**src/design/assert_macros.svh**
```systemverilog
// Assertion macros shared by the Sobel gradient design.
`ifndef ASSERT_MACROS_SVH
`define ASSERT_MACROS_SVH

`ifndef SYNTHESIS
`define SGM_ASSERT(lbl, prop, msg) \
  lbl: assert property (@(posedge clk_i) disable iff (!rst_ni) prop) else $error(msg);
`define SGM_ASSERT_NEVER(lbl, cond, msg) \
  `SGM_ASSERT(lbl, !(cond), msg)
`else
`define SGM_ASSERT(lbl, prop, msg)
`define SGM_ASSERT_NEVER(lbl, cond, msg)
`endif

`endif

```
**src/design/sgm_pkg.sv**
```systemverilog
// Shared types, constants and kernel function for the Sobel gradient block.
`timescale 1ns / 1ps
package sgm_pkg;

  localparam int DEF_MAX_WIDTH  = 1024;
  localparam int DEF_MAX_HEIGHT = 1024;

  localparam int PIX_W      = 8;
  localparam int GRAD_W     = 11;
  localparam int MAG_W      = 11;
  localparam int POS_W      = 10;
  localparam int CFG_DATA_W = 11;
  localparam int CFG_IDX_W  = 2;
  localparam int DIM_MIN    = 3;

  localparam logic [CFG_DATA_W-1:0] IMG_W_RESET = CFG_DATA_W'(640);
  localparam logic [CFG_DATA_W-1:0] IMG_H_RESET = CFG_DATA_W'(480);

  localparam logic [CFG_IDX_W-1:0] REG_IMAGE_WIDTH  = CFG_IDX_W'(0);
  localparam logic [CFG_IDX_W-1:0] REG_IMAGE_HEIGHT = CFG_IDX_W'(1);

  // Row-major 3x3: top-left .. bottom-right.
  localparam logic signed [2:0] SOBEL_KX [9] = '{
    -3'sd1, 3'sd0, 3'sd1, -3'sd2, 3'sd0, 3'sd2, -3'sd1, 3'sd0, 3'sd1
  };
  localparam logic signed [2:0] SOBEL_KY [9] = '{
    -3'sd1, -3'sd2, -3'sd1, 3'sd0, 3'sd0, 3'sd0, 3'sd1, 3'sd2, 3'sd1
  };

  typedef logic [8:0][PIX_W-1:0] nbhd_t;

  typedef struct packed {
    logic busy;
    logic done;
  } root_stat_t;

  function automatic logic signed [GRAD_W-1:0] sobel_sum(input nbhd_t nb, input logic use_y);
    logic signed [GRAD_W-1:0] acc;
    logic signed [GRAD_W-1:0] coef;
    acc = '0;
    for (int i = 0; i < 9; i++) begin
      coef = use_y ? GRAD_W'(SOBEL_KY[i]) : GRAD_W'(SOBEL_KX[i]);
      acc  = acc + GRAD_W'(coef * $signed(GRAD_W'({1'b0, nb[i]})));
    end
    return acc;
  endfunction

endpackage

```
**src/design/sgm_isqrt.sv**
```systemverilog
// Squaring stage and iterative integer square root of gx^2 + gy^2.
`timescale 1ns / 1ps
module sgm_isqrt (
  input  logic                             clk_i,
  input  logic                             rst_ni,
  input  logic                             start_i,
  input  logic signed [sgm_pkg::GRAD_W-1:0] gx_i,
  input  logic signed [sgm_pkg::GRAD_W-1:0] gy_i,
  output sgm_pkg::root_stat_t              stat_o,
  output logic [sgm_pkg::MAG_W-1:0]        root_o
);
  import sgm_pkg::*;

  localparam int SQ_W = 2 * GRAD_W;
  localparam int V_W  = SQ_W;

  typedef enum logic [3:0] {
    R_IDLE   = 4'b0001,
    R_SQUARE = 4'b0010,
    R_SUM    = 4'b0100,
    R_ITER   = 4'b1000
  } root_state_e;

  root_state_e state_q, state_d;
  logic signed [GRAD_W-1:0] gx_q, gy_q;
  logic [SQ_W-1:0] sqx_q, sqy_q;
  logic [V_W-1:0]  v_q, res_q, bit_q;
  logic [V_W-1:0]  trial;
  logic signed [SQ_W-1:0] gx_ext, gy_ext;
  logic done_q, done_d;

  assign gx_ext = SQ_W'(gx_q);
  assign gy_ext = SQ_W'(gy_q);
  assign trial  = res_q + bit_q;

  always_comb begin
    state_d = state_q;
    done_d  = 1'b0;
    unique case (state_q)
      R_IDLE:   if (start_i) state_d = R_SQUARE;
      R_SQUARE: state_d = R_SUM;
      R_SUM:    state_d = R_ITER;
      R_ITER: begin
        if (bit_q[0]) begin
          state_d = R_IDLE;
          done_d  = 1'b1;
        end
      end
      default:  state_d = R_IDLE;
    endcase
  end

  always_ff @(posedge clk_i or negedge rst_ni) begin
    if (!rst_ni) begin
      state_q <= R_IDLE;
      done_q  <= 1'b0;
    end else begin
      state_q <= state_d;
      done_q  <= done_d;
    end
  end

  always_ff @(posedge clk_i) begin
    if (state_q == R_IDLE && start_i) begin
      gx_q <= gx_i;
      gy_q <= gy_i;
    end
    if (state_q == R_SQUARE) begin
      sqx_q <= SQ_W'(gx_ext * gx_ext);
      sqy_q <= SQ_W'(gy_ext * gy_ext);
    end
    if (state_q == R_SUM) begin
      v_q   <= sqx_q + sqy_q;
      res_q <= '0;
      bit_q <= V_W'(1) << (2 * (MAG_W - 1));
    end
    if (state_q == R_ITER) begin
      if (v_q >= trial) begin
        v_q   <= v_q - trial;
        res_q <= (res_q >> 1) + bit_q;
      end else begin
        res_q <= res_q >> 1;
      end
      bit_q <= bit_q >> 2;
    end
  end

  assign stat_o.busy = (state_q != R_IDLE);
  assign stat_o.done = done_q;
  assign root_o      = res_q[MAG_W-1:0];

endmodule

```
**config.mk**
```make
export PLATFORM = sky130hd
export DESIGN_NAME = sgm_isqrt
export DESIGN_NICKNAME = d
export VERILOG_FILES = /design/src/design/assert_macros.svh /design/src/design/sgm_pkg.sv /design/src/design/sgm_isqrt.sv
export SDC_FILE = /design/constraint.sdc
export NUM_CORES = 1
export LEC_CHECK = 0
export BUFFER_PORTS_ARGS = -buffer_cell sky130_fd_sc_hd__buf_2
export CORE_ASPECT_RATIO = 1.2
export CORE_UTILIZATION = 43
export DETAILED_ROUTE_END_ITERATION = 6
export HOLD_SLACK_MARGIN = 0.08
export PLACE_DENSITY = 0.63
export SYNTH_ARGS = -nofsm -noshare
export SYNTH_HDL_FRONTEND = slang
export SYNTH_SLANG_ARGS = --single-unit
```
**constraint.sdc**
```tcl
create_clock -name clk_i -period 5.55 [get_ports clk_i]
set_input_delay 0.2775 -clock clk_i [delete_from_list [all_inputs] [get_ports clk_i]]
set_output_delay 0.2775 -clock clk_i [all_outputs]
set_load 0.03 [all_outputs]
```
; Word level (Yosys, flattened, before mapping)
; Cells that the tools add are included.
[word_totals]
register_bits = 126
latchBits = 0
ram_bits = 0
rom_bits = 0
in_bits = 25
out_inout_bits = 13
wordCells = 40
n_memories = 0
[classes]
addsub = 4
n_mul = 2
div_mod_pow = 0
n_lt_le_gt_ge = 1
n_eq_ne = 7
shifts = 0
muxes = 13
n_bitwise = 0
n_reduce_logical = 3
[ops]
columns = cell, n
row1 = two-way mux 22 bit, 6
row2 = multiplier 11 x 11 -> 22 bit, 2
row3 = two-way mux 19 bit, 2
row4 = adder 21 x 21 -> 22 bit, 1
row5 = adder 22 x 21 -> 22 bit, 1
row6 = adder 22 bit, 1
row7 = >= comparator 22 bit, 1
row8 = subtractor 22 bit, 1
row9 = one-hot mux 4 bit (4 select lines), 1
row10 = two-way mux 4 bit, 2
row11 = "equality test 4 x 1 -> 1 bit, second input constant", 1
row12 = "equality test 4 x 2 -> 1 bit, second input constant", 1
row13 = "equality test 4 x 3 -> 1 bit, second input constant", 1
row14 = "equality test 4 bit, second input constant", 1
row15 = "!= test 2 bit, second input constant", 2
row16 = "!= test 4 x 1 -> 1 bit, second input constant", 1
row17 = two-way mux 1 bit, 2
row18 = AND reduction 2 bit, 1
row19 = nonzero test 2 bit, 1
row20 = logical AND 1 bit, 1

; Logic depth before layout (Yosys ltp)
; Gate-level depths: netlist of run 1.
[depth]
depth_word = 4
mapped_depth = 23
ltp_nobuf = 23

; Worst setup path after synthesis of run 1
; Ideal clock, no wire load.
[synth_path]
kind = register -> register
startpoint = register gx_q[4]
endpoint = register sqx_q[21], data pin
setup_time_ns = 0.260
arrival_ns = 5.357
required_ns = 5.290
slack_ns = -0.067
path_stages_with_launch = 21
n_path_buf = 1
synth_period_minus_slack_ns = 5.617
path_cell_list = edfxtp_1 -> clkbuf_1 -> nand2_1 -> fa_1 -> inv_1 -> fa_1 -> inv_1 -> fa_1 -> inv_1 -> fa_1 -> fa_1 -> ha_1 -> o21a_1 -> o21ai_0 -> nor2_1 -> a2111oi_1 -> o31ai_1 -> o41ai_1 -> o21bai_1 -> a21oi_1 -> xnor2_1
[synth_between]
elab_chain_len = 1
[synth_lines]
columns = item, line_no
row1 = start: declaration, sgm_isqrt.sv:25  ; logic signed [GRAD_W-1:0] gx_q, gy_q;
row2 = start signal: assignment, sgm_isqrt.sv:65  ; gx_q <= gx_i;
row3 = multiplier 11 x 11 -> 22 bit, sgm_isqrt.sv:69  ; sqx_q <= SQ_W'(gx_ext * gx_ext);
row4 = end signal: assignment, sgm_isqrt.sv:69
row5 = end: declaration, sgm_isqrt.sv:26  ; logic [SQ_W-1:0] sqx_q, sqy_q;
; No other way between the ends.
; A chain may end at the register's enable or synchronous reset.

; Final worst setup path of run 1
[layout_path]
startpoint = register gx_q[3]
endpoint = register sqx_q[21], data pin
; Same word-level chain as after synthesis.

==> summary by stage, run 1 <==
Run status
The flow ran to the end, and the final reports show no timing, DRC or antenna violations.

Global route
For this run the aggregate overflow at the end of global routing stands at 0. The pin count of the biggest net entering global routing is between 40 and 50. The via count of the first global-routing pass came to ~12000. The first global-routing pass estimated between 50000 and 60000 um of wire. The overall track demand over capacity in global routing is a little under a fifth. The initial antenna violation count is 0.

Detailed routing
The routed design has around 34000 um of wire. The number of DRC markers in iteration 0 is approximately 550. The number of DRC violations after detailed routing is 0. The remaining number of nets flagged by the antenna check after routing is 0. After detailed routing, the average wire length per cell comes to about 15 um. The final route contains roughly 11000 vias. The first detailed-routing pass ran for 5 iterations. The detailed-route vias per instance is around 5.2.

Synth
The number of distinct standard cells referenced by the synthesized netlist is 65. The summed instance area of the synthesized netlist is roughly 16000 um2. For this run, the leading register cell type out of synthesis is sky130_fd_sc_hd__edfxtp_1. Yosys mapped a number of flops with a built-in enable equal to 96. The xor-xnor portion of the synthesized cell area is between 7 and 8%. Counting flops and latches in the post-synthesis netlist gives approximately 120.

The biggest area contributor in the post-synthesis netlist is sky130_fd_sc_hd__fa_1. Synthesis produced a netlist whose cell count is between 1500 and 2000. After synthesis, the largest family of logic cells by area is adder cells. The post-synthesis adder-cell area fraction is between 30% and 40%. The fraction of the mapped netlist area in compound gates is approximately an eighth. Summing the sequential cell areas from Yosys gives between 20 and 25% of the chip area. The fraction of synthesis flops using an asynchronous set or reset pin is between 4 and 5%. During synthesis, Yosys emitted a total of 0 warnings. The synthesized-area fraction occupied by and/or/nand/nor cells is 11.35%. The share of the synthesized area in the top cell type is 25.98%. Sorting the synthesized cells by area gives the leading types as sky130_fd_sc_hd__fa_1 26%, sky130_fd_sc_hd__edfxtp_1 19%, sky130_fd_sc_hd__ha_1 13%, sky130_fd_sc_hd__inv_1 6.7%, sky130_fd_sc_hd__xnor2_1 5.0%. Each instance of the synthesized netlist takes up on average approximately 9.8 um2. The net count of the mapped netlist is 1972. The share of cell area taken by muxes after synthesis is less than 1%.

Setup path
STA puts the critical path data required time at 5.72 ns. The critical path in this run is classified as flip-flop to flip-flop. The endpoint of the most critical register-to-register path is sqx_q[21]$_DFFE_PN_. In this run the worst path has a maximum fanout of 5. Walking the worst path, the cells encountered are buf_6 -> nand2_4 -> fa_1 -> inv_2 -> fa_1 -> inv_2 -> fa_1 -> inv_2 -> fa_1 -> fa_1 -> ha_4 -> or3_4 -> nor2_4 -> nor2_4 -> a2111oi_4 -> buf_4 -> o31ai_4 -> o41ai_2 -> o21bai_1 -> a21oi_1 -> xnor2_1. Data on the critical path arrives at its endpoint at 5.69 ns.

The critical path crosses 21 cells after its start point. The number of cells traversed by the worst register-to-register path is 21. The category of the worst setup path launch point is a flip-flop. In this design, the critical path's most frequently occurring cell is sky130_fd_sc_hd__fa_1.

STA classifies the critical path endpoint as a flip-flop. On the worst path, the slowest cell contributes a delay of between 0.5 and 0.6 ns. Setup slack on the worst reg-to-reg path comes out at between 0.03 and 0.04 ns. The launch point of the worst reg-to-reg path is gx_q[3]$_DFFE_PP_.

The combined buffer and inverter count along the critical path is 5. Among cell families on the critical path, the largest total delay comes from adder cells. Among all stages on the critical path, the largest delay is contributed by sky130_fd_sc_hd__fa_1.

Clock tree
TritonCTS created 17 clock buffers. The level count of the clock H-tree is 4. The longest clock path from root to sink contains 2 buffers. Clock latency on the worst-skew pair, taken at its later pin, is approximately 0.44 ns.

Clock-pin slew was measured on the worst setup and hold paths at around 0.070 ns. The root buffer selected by CTS is sky130_fd_sc_hd__clkbuf_16. Counting every sink on the clock net gives between 100 and 150. TritonCTS built the clock tree.

Floorplanning
The floorplan step set the die height to between 200 and 250 um. The floorplan core area is between 30000 and 40000 um2. For this configuration, the core starts out at a cell density of between 40 and 50%. The area enclosed by the die boundary is between 30000 and 40000 um2.

The x dimension of the die is approximately 180 um. The number of top-level design ports is 38. The number of rows in the core area is between 70 and 80.

Cells and area
The fill cell instance count of the final layout is approximately 3300. With fillers left out, the area of the finished cells amounts to 17700 um2. The share of post-route cells with drive strength above 1 is 14.05%. Across the whole layout, storage elements account for ~3500 um2. The area occupied by multi-input gates is 10990 um2. The layout net count is 2081.

0 antenna diodes ended up in the layout. Compared with the post-synthesis result, the final layout area differs by 13.76%. Cells fill 50.17% of the core in the end.

Timing
Setup repair after global routing could not meet its margin everywhere. The worst path uses 99.43% of the clock period. For the final database, setup skew stands at roughly 0.017 ns. For the pin with the worst max-slew slack, the measured transition is between 0.7 and 0.8 ns. In this run the tightest slew margin relative to its limit is between 50 and 60%. The max-slew violation count is 0. The routed design could run at a clock period as short as 5.518 ns.

The final setup violation count is 0. The total count of hold-check failures in the final report was 0. The final sum of negative setup slack is 0 ns. The worst hold margin is between 0.09 and 0.1 ns. The achievable frequency is 0.1812 GHz.

Run
The max-capacitance violation count is 0.

Min path
The min-delay analysis places its worst path in the category input port to flip-flop. The endpoint of the worst hold path is gy_q[0]$_DFFE_PP_. The number of stages on the worst hold path is 1. The worst hold path startpoint is gy_i[0].

Place
At the end of routability-driven placement, the weighted congestion stood at between 0.8 and 0.9. The detailed-placement wirelength estimate is around 27000 um. Summing all placed instances gives a cell area of 16600 um2. The count of buffers added on input and output ports is 37.
==> sequential cells by signal, indices dropped and copies added, names as in the netlist <==
| name | count |
|---|---|
| res_q | 22 |
| state_q | 4 |
| gy_q | 11 |
| v_q | 22 |
| gx_q | 11 |
| sqy_q | 21 |
| done_q | 1 |
| bit_q | 11 |
| sqx_q | 21 |
==> what timing repair did <==
| item | CTS | global route |
|---|---|---|
| buffers inserted | 1 | 18 |
| pin swaps | 4 | 28 |
| gates resized for setup | 9 | 48 |
| hold buffers | 22 | 0 |
| endpoints found under the hold margin | 26 | 0 |
| endpoints found under the setup margin | 1 | 8 |
==> layout make-up <==
class	instances	share of cell area [%]
Multi-Input combinational cell	1131	62.09
Sequential cell	124	19.60
Timing Repair Buffer	145	6.000
Inverter	276	5.894
Tap cell	462	3.265
Clock buffer	21	2.686
Clock inverter	11	0.4665
==> synthesized netlist by cell type, types with 14 or more instances <==
| cell type | instances |
|---|---|
| sky130_fd_sc_hd__xor2_1 | 38 |
| sky130_fd_sc_hd__dfxtp_1 | 23 |
| sky130_fd_sc_hd__edfxtp_1 | 96 |
| sky130_fd_sc_hd__nor2b_1 | 28 |
| sky130_fd_sc_hd__a31oi_1 | 22 |
| sky130_fd_sc_hd__o21a_1 | 14 |
| sky130_fd_sc_hd__and2_1 | 42 |
| sky130_fd_sc_hd__clkbuf_1 | 38 |
| sky130_fd_sc_hd__or3_1 | 14 |
| sky130_fd_sc_hd__a21o_1 | 21 |
| sky130_fd_sc_hd__fa_1 | 202 |
| sky130_fd_sc_hd__inv_1 | 276 |
| sky130_fd_sc_hd__nand2_1 | 126 |
| sky130_fd_sc_hd__ha_1 | 159 |
| sky130_fd_sc_hd__xnor2_1 | 88 |
| sky130_fd_sc_hd__o21bai_1 | 14 |
| sky130_fd_sc_hd__o21ai_0 | 31 |
| sky130_fd_sc_hd__a211oi_2 | 18 |
| sky130_fd_sc_hd__a21oi_1 | 79 |
| sky130_fd_sc_hd__nor2_1 | 96 |
| sky130_fd_sc_hd__nor3_1 | 17 |
==> worst reg2reg max path, cell delays in order (launching register included) <==
cell	delay, ns
sky130_fd_sc_hd__edfxtp_1	0.47
sky130_fd_sc_hd__buf_6	0.14
sky130_fd_sc_hd__nand2_4	0.05
sky130_fd_sc_hd__fa_1	0.50
sky130_fd_sc_hd__inv_2	0.05
sky130_fd_sc_hd__fa_1	0.49
sky130_fd_sc_hd__inv_2	0.04
sky130_fd_sc_hd__fa_1	0.49
sky130_fd_sc_hd__inv_2	0.04
sky130_fd_sc_hd__fa_1	0.53
sky130_fd_sc_hd__fa_1	0.46
sky130_fd_sc_hd__ha_4	0.19
sky130_fd_sc_hd__or3_4	0.41
sky130_fd_sc_hd__nor2_4	0.14
sky130_fd_sc_hd__nor2_4	0.05
sky130_fd_sc_hd__a2111oi_4	0.34
sky130_fd_sc_hd__buf_4	0.18
sky130_fd_sc_hd__o31ai_4	0.06
sky130_fd_sc_hd__o41ai_2	0.25
sky130_fd_sc_hd__o21bai_1	0.12
sky130_fd_sc_hd__a21oi_1	0.18
sky130_fd_sc_hd__xnor2_1	0.08
==> worst max path at each step <==
stage / start / to / slack (ns)
6_report: gx_q[3]$_DFFE_PP_ / sqx_q[21]$_DFFE_PN_ / 0.03
3_5_place_dp: gx_q[6]$_DFFE_PP_ / sqx_q[21]$_DFFE_PN_ / 0.006
3_3_place_gp: gx_q[5]$_DFFE_PP_ / sqx_q[21]$_DFFE_PN_ / 0.09
4_1_cts: gx_q[6]$_DFFE_PP_ / sqx_q[21]$_DFFE_PN_ / 0.003
2_1_floorplan: gx_q[4]$_DFFE_PP_ / sqx_q[21]$_DFFE_PN_ / 0.03
5_1_grt: gx_q[4]$_DFFE_PP_ / sqx_q[21]$_DFFE_PN_ / -0.16
==> per-stage QoR <==
step / cells / setup WS, ns
CTS: 2153 / 0.003245
finish: 2170 / 0.03164
global placement: 2098 / 0.09420
floorplan: 1586 / 0.03028
global route: 2170 / -0.1639
detailed placement: 2098 / 0.006111
==> logic make-up (layout without fill, tap and decap cells) <==
logic type	Yosys count	in the layout
buf+inv	331	453
mux	6	6
xor+xnor	126	126
fa+ha+maj	361	361
simple gates	375	375
compound gates	263	263
flops	124	124
==> layer usage <==
layer	up-vias	track usage [%]	wire, um
met5	-	0	0
met4	0	5.907	732
met3	48	2.363	761
met2	150	34.95	17920
met1	5579	22.72	14140
li1	5413	-	-
==> cell usage in the layout (no fill, tap or decap), types with 11 or more instances in the layout <==
cell type                       Yosys  routed
sky130_fd_sc_hd__a21oi_1           79      76
sky130_fd_sc_hd__a21o_1            21      21
sky130_fd_sc_hd__and2_1            42      39
sky130_fd_sc_hd__a211oi_1          11      11
sky130_fd_sc_hd__fa_1             202     200
sky130_fd_sc_hd__dlygate4sd3_1      0      22
sky130_fd_sc_hd__buf_4             13      83
sky130_fd_sc_hd__a211oi_2          18      17
sky130_fd_sc_hd__xor2_1            38      38
sky130_fd_sc_hd__nand2b_1          12      12
sky130_fd_sc_hd__o21a_1            14      14
sky130_fd_sc_hd__nand2_1          126     120
sky130_fd_sc_hd__xnor2_1           88      88
sky130_fd_sc_hd__buf_2              2      37
sky130_fd_sc_hd__nor2_1            96      87
sky130_fd_sc_hd__nand3_1           12      12
sky130_fd_sc_hd__edfxtp_1          96      96
sky130_fd_sc_hd__a31oi_1           22      22
sky130_fd_sc_hd__or3_1             14      12
sky130_fd_sc_hd__clkbuf_16          0      18
sky130_fd_sc_hd__and3_1            11      11
sky130_fd_sc_hd__nor3_1            17      17
sky130_fd_sc_hd__o21ai_0           31      26
sky130_fd_sc_hd__inv_1            276     269
sky130_fd_sc_hd__o21bai_1          14      14
sky130_fd_sc_hd__ha_1             159     156
sky130_fd_sc_hd__nor2b_1           28      28
sky130_fd_sc_hd__dfxtp_1           23      23
Power of run 1 is not shown: default switching activity piles up to over one toggle a cycle in this logic, so the estimate is an artifact.
==> inputs of run 2 (changes only) <==
Settings changed: CORE_UTILIZATION 43 to 45, PLACE_DENSITY 0.63 to 0.65.
==> summary by stage, run 2 (same netlist as run 1, synthesis figures left out) <==
Run status
The run finished, with violations left. The final reports fail on negative setup slack.

Setup path
The data required time at the worst endpoint is about 5.7 ns. The worst register-to-register path begins at gx_q[2]$_DFFE_PP_. The endpoint of the most critical register-to-register path is sqx_q[21]$_DFFE_PN_. For flop-to-flop paths, the worst setup slack is -0.004 ns.

The setup path with the least slack is of type flip-flop to flip-flop. The category of the worst setup path launch point is a flip-flop. The number of cells traversed by the worst register-to-register path is 20. The element type at the critical path end is a flip-flop. The worst-path maximum fanout is 5.

The data arrival at the endpoint of the critical path is 5.74 ns.

Detailed routing
The first detailed-routing pass took 5 iterations. In this run, the number of DRC markers left after iteration 0 of detailed routing was approximately 570. In the final routed layout, each cell accounts on average for roughly 15 um. After detailed routing, the total wire length is 32320 um.

The remaining number of nets flagged by the antenna check after routing is 0. Across all layers, the routed design uses ~11000 vias. The detailed-route vias per instance is slightly above 5. The number of DRC violations after detailed routing is 0.

Floorplanning
The x dimension of the die is approximately 170 um. The initial utilization of the core area, before any placement, comes to 45.67%. The floorplan core area is between 30000 and 40000 um2. The die covers ~35000 um2. The number of top-level design ports is 38. The height of the die is just over 200 um. The number of rows in the core area is 74.

Place
The detailed-placement wirelength estimate is around 26000 um. The last weighted congestion value of the routability-driven placer is approximately 0.86. The number of input and output port buffers inserted is 37.

Cells and area
The filler cells instantiated in the layout total 3147. The final layout contains just over 2000 nets. Leaving out fill and tap cells, the most frequent cell in the layout is sky130_fd_sc_hd__inv_1.

The signed area change from the synthesized netlist to the final layout is 13.20%. The number of antenna diodes in the final layout is 0. The top cell types in the final layout, fill and taps aside, are 270 x sky130_fd_sc_hd__inv_1, 199 x sky130_fd_sc_hd__fa_1, 157 x sky130_fd_sc_hd__ha_1. The largest registers in the layout are res_q: 22 flops, v_q: 22 flops. In the final layout, the share of cells above drive strength 1 is between 10% and 20%. Cells fill roughly half of the core in the end.

Timing
Clock skew on the completed layout was measured at around 0.014 ns. The clock period minus worst slack is 5.554 ns. The max-slew violation count is 0. The total count of hold-check failures in the final report is 0. Derived from the worst setup path, the maximum achievable clock frequency is 0.1801 GHz. Setup repair after global routing could not meet its margin everywhere. Setup violations remaining at the end of the flow were counted as 1. The final worst setup slack is -0.003716 ns. The final sum of negative setup slack is -0.003716 ns. The actual transition at the worst max-transition pin is about 0.61 ns. Of the available clock period, the critical path in the final layout requires 100.1%. The worst max-slew margin expressed relative to the limit is between 50% and 60%.

Min path
The worst hold path belongs to the class input port to flip-flop. The worst hold path was traced through 3 stages. The endpoint of the worst hold path is state_q[1]$_DFFE_PN0P_. The worst hold path begins at start_i.

Clock tree
The clock latency at the later pin of the worst-skew pair is roughly 0.45 ns. Clock tree synthesis found a total of ~120 sinks. The clock tree synthesis step divided the H-tree into 4 levels. The root buffer selected by CTS is sky130_fd_sc_hd__clkbuf_16. The number of clock buffers inserted by TritonCTS is 17. TritonCTS built the clock tree. The maximum number of buffers from clock root to sink is 2.

After clock tree synthesis, the clock-pin slew on the worst setup and hold paths is around 0.070 ns.

Global route
The wire length of the first global-routing pass is approximately 54000 um. The overall track demand over capacity in global routing is between 10% and 20%. The global route total overflow is 0. The pin count of the biggest net entering global routing is 44.

The initial antenna violation count is 0. The via count of the first global-routing pass is roughly 12000.

Run
The max-capacitance violation count is 0.
## run 2: changes by cell type in the layout (fill, tap and decap cells not counted), moves of 2 or more
cell and delta:
sky130_fd_sc_hd__bufinv_16 +3, sky130_fd_sc_hd__nor2_2 -3, sky130_fd_sc_hd__nor2_1 +2, sky130_fd_sc_hd__a21oi_1 -3, sky130_fd_sc_hd__a21oi_2 +3, sky130_fd_sc_hd__buf_12 +2
sky130_fd_sc_hd__buf_4 -19, sky130_fd_sc_hd__inv_4 -2, sky130_fd_sc_hd__buf_6 -2, sky130_fd_sc_hd__clkinvlp_4 +2
## run 2: timing repair
| action | CTS | global route |
|---|---|---|
| hold endpoints to repair | 27 | 0 |
| endpoints found under the setup margin | 5 | 9 |
| hold buffers | 23 | 0 |
| pin swaps | 1 | 27 |
| resized for setup | 7 | 45 |
| buffers inserted | 7 | 16 |
## run 2: per-stage QoR
step | std cells | setup slack, ns | instance area (um2) | hold slack (ns)
6_report | 2146 | -0.003716 | 17620 | 0.1085
3_3_place_gp | 2068 | -0.06476 | 16430 | 0.1089
3_5_place_dp | 2068 | -0.2166 | 16430 | 0.1064
4_1_cts | 2130 | -0.04804 | 17340 | 0.09247
2_1_floorplan | 1586 | 0.03028 | 15580 | -0.01809
5_1_grt | 2146 | -0.1623 | 17620 | 0.1412
## run 2: worst max path at each step
stage	start	to	slack, ns	depth (start not counted)
finish	gx_q[2]$_DFFE_PP_	sqx_q[21]$_DFFE_PN_	-0.004	20
global route	gx_q[6]$_DFFE_PP_	sqx_q[21]$_DFFE_PN_	-0.16	21
CTS	gx_q[4]$_DFFE_PP_	sqx_q[21]$_DFFE_PN_	-0.05	20
detailed placement	gx_q[6]$_DFFE_PP_	sqx_q[21]$_DFFE_PN_	-0.22	19
global placement	gx_q[5]$_DFFE_PP_	sqx_q[21]$_DFFE_PN_	-0.06	19
floorplan	gx_q[4]$_DFFE_PP_	sqx_q[21]$_DFFE_PN_	0.03	20
## run 2: metal layers
| metal | GRT usage, % | wire, um | vias up |
|---|---|---|---|
| met5 | 0 | 0 | - |
| met4 | 8.091 | 930 | 0 |
| met3 | 2.654 | 685 | 54 |
| met2 | 36.25 | 17190 | 150 |
| met1 | 23.21 | 13510 | 5363 |
| li1 | - | - | 5388 |
## run 2: final cells by class
cell class | count | area (um2) | area share [%]
clock buffer | 19 | 442.9 | 2.514
inverter | 276 | 1040 | 5.902
clock inverter | 13 | 165.2 | 0.9375
multi-input combinational | 1131 | 10980 | 62.34
tap | 456 | 570.5 | 3.239
sequential | 124 | 3470 | 19.69
timing repair buffer | 127 | 947.2 | 5.376
## run 2: worst max-delay path, stage by stage (launching register included)
cell and delay [ns]:
sky130_fd_sc_hd__edfxtp_1 0.45, sky130_fd_sc_hd__nand2_1 0.11, sky130_fd_sc_hd__fa_1 0.55, sky130_fd_sc_hd__inv_2 0.04, sky130_fd_sc_hd__fa_1 0.49, sky130_fd_sc_hd__inv_2 0.04
sky130_fd_sc_hd__fa_1 0.47, sky130_fd_sc_hd__inv_1 0.05, sky130_fd_sc_hd__fa_1 0.47, sky130_fd_sc_hd__fa_1 0.52, sky130_fd_sc_hd__ha_4 0.19, sky130_fd_sc_hd__or3_4 0.42
sky130_fd_sc_hd__nor2_4 0.14, sky130_fd_sc_hd__nor2_4 0.06, sky130_fd_sc_hd__a2111oi_4 0.33, sky130_fd_sc_hd__buf_4 0.18, sky130_fd_sc_hd__o31ai_4 0.06, sky130_fd_sc_hd__o41ai_2 0.34
sky130_fd_sc_hd__o21bai_1 0.12, sky130_fd_sc_hd__a21oi_1 0.16, sky130_fd_sc_hd__xnor2_1 0.09
Power of run 2 is left out for the same reason.
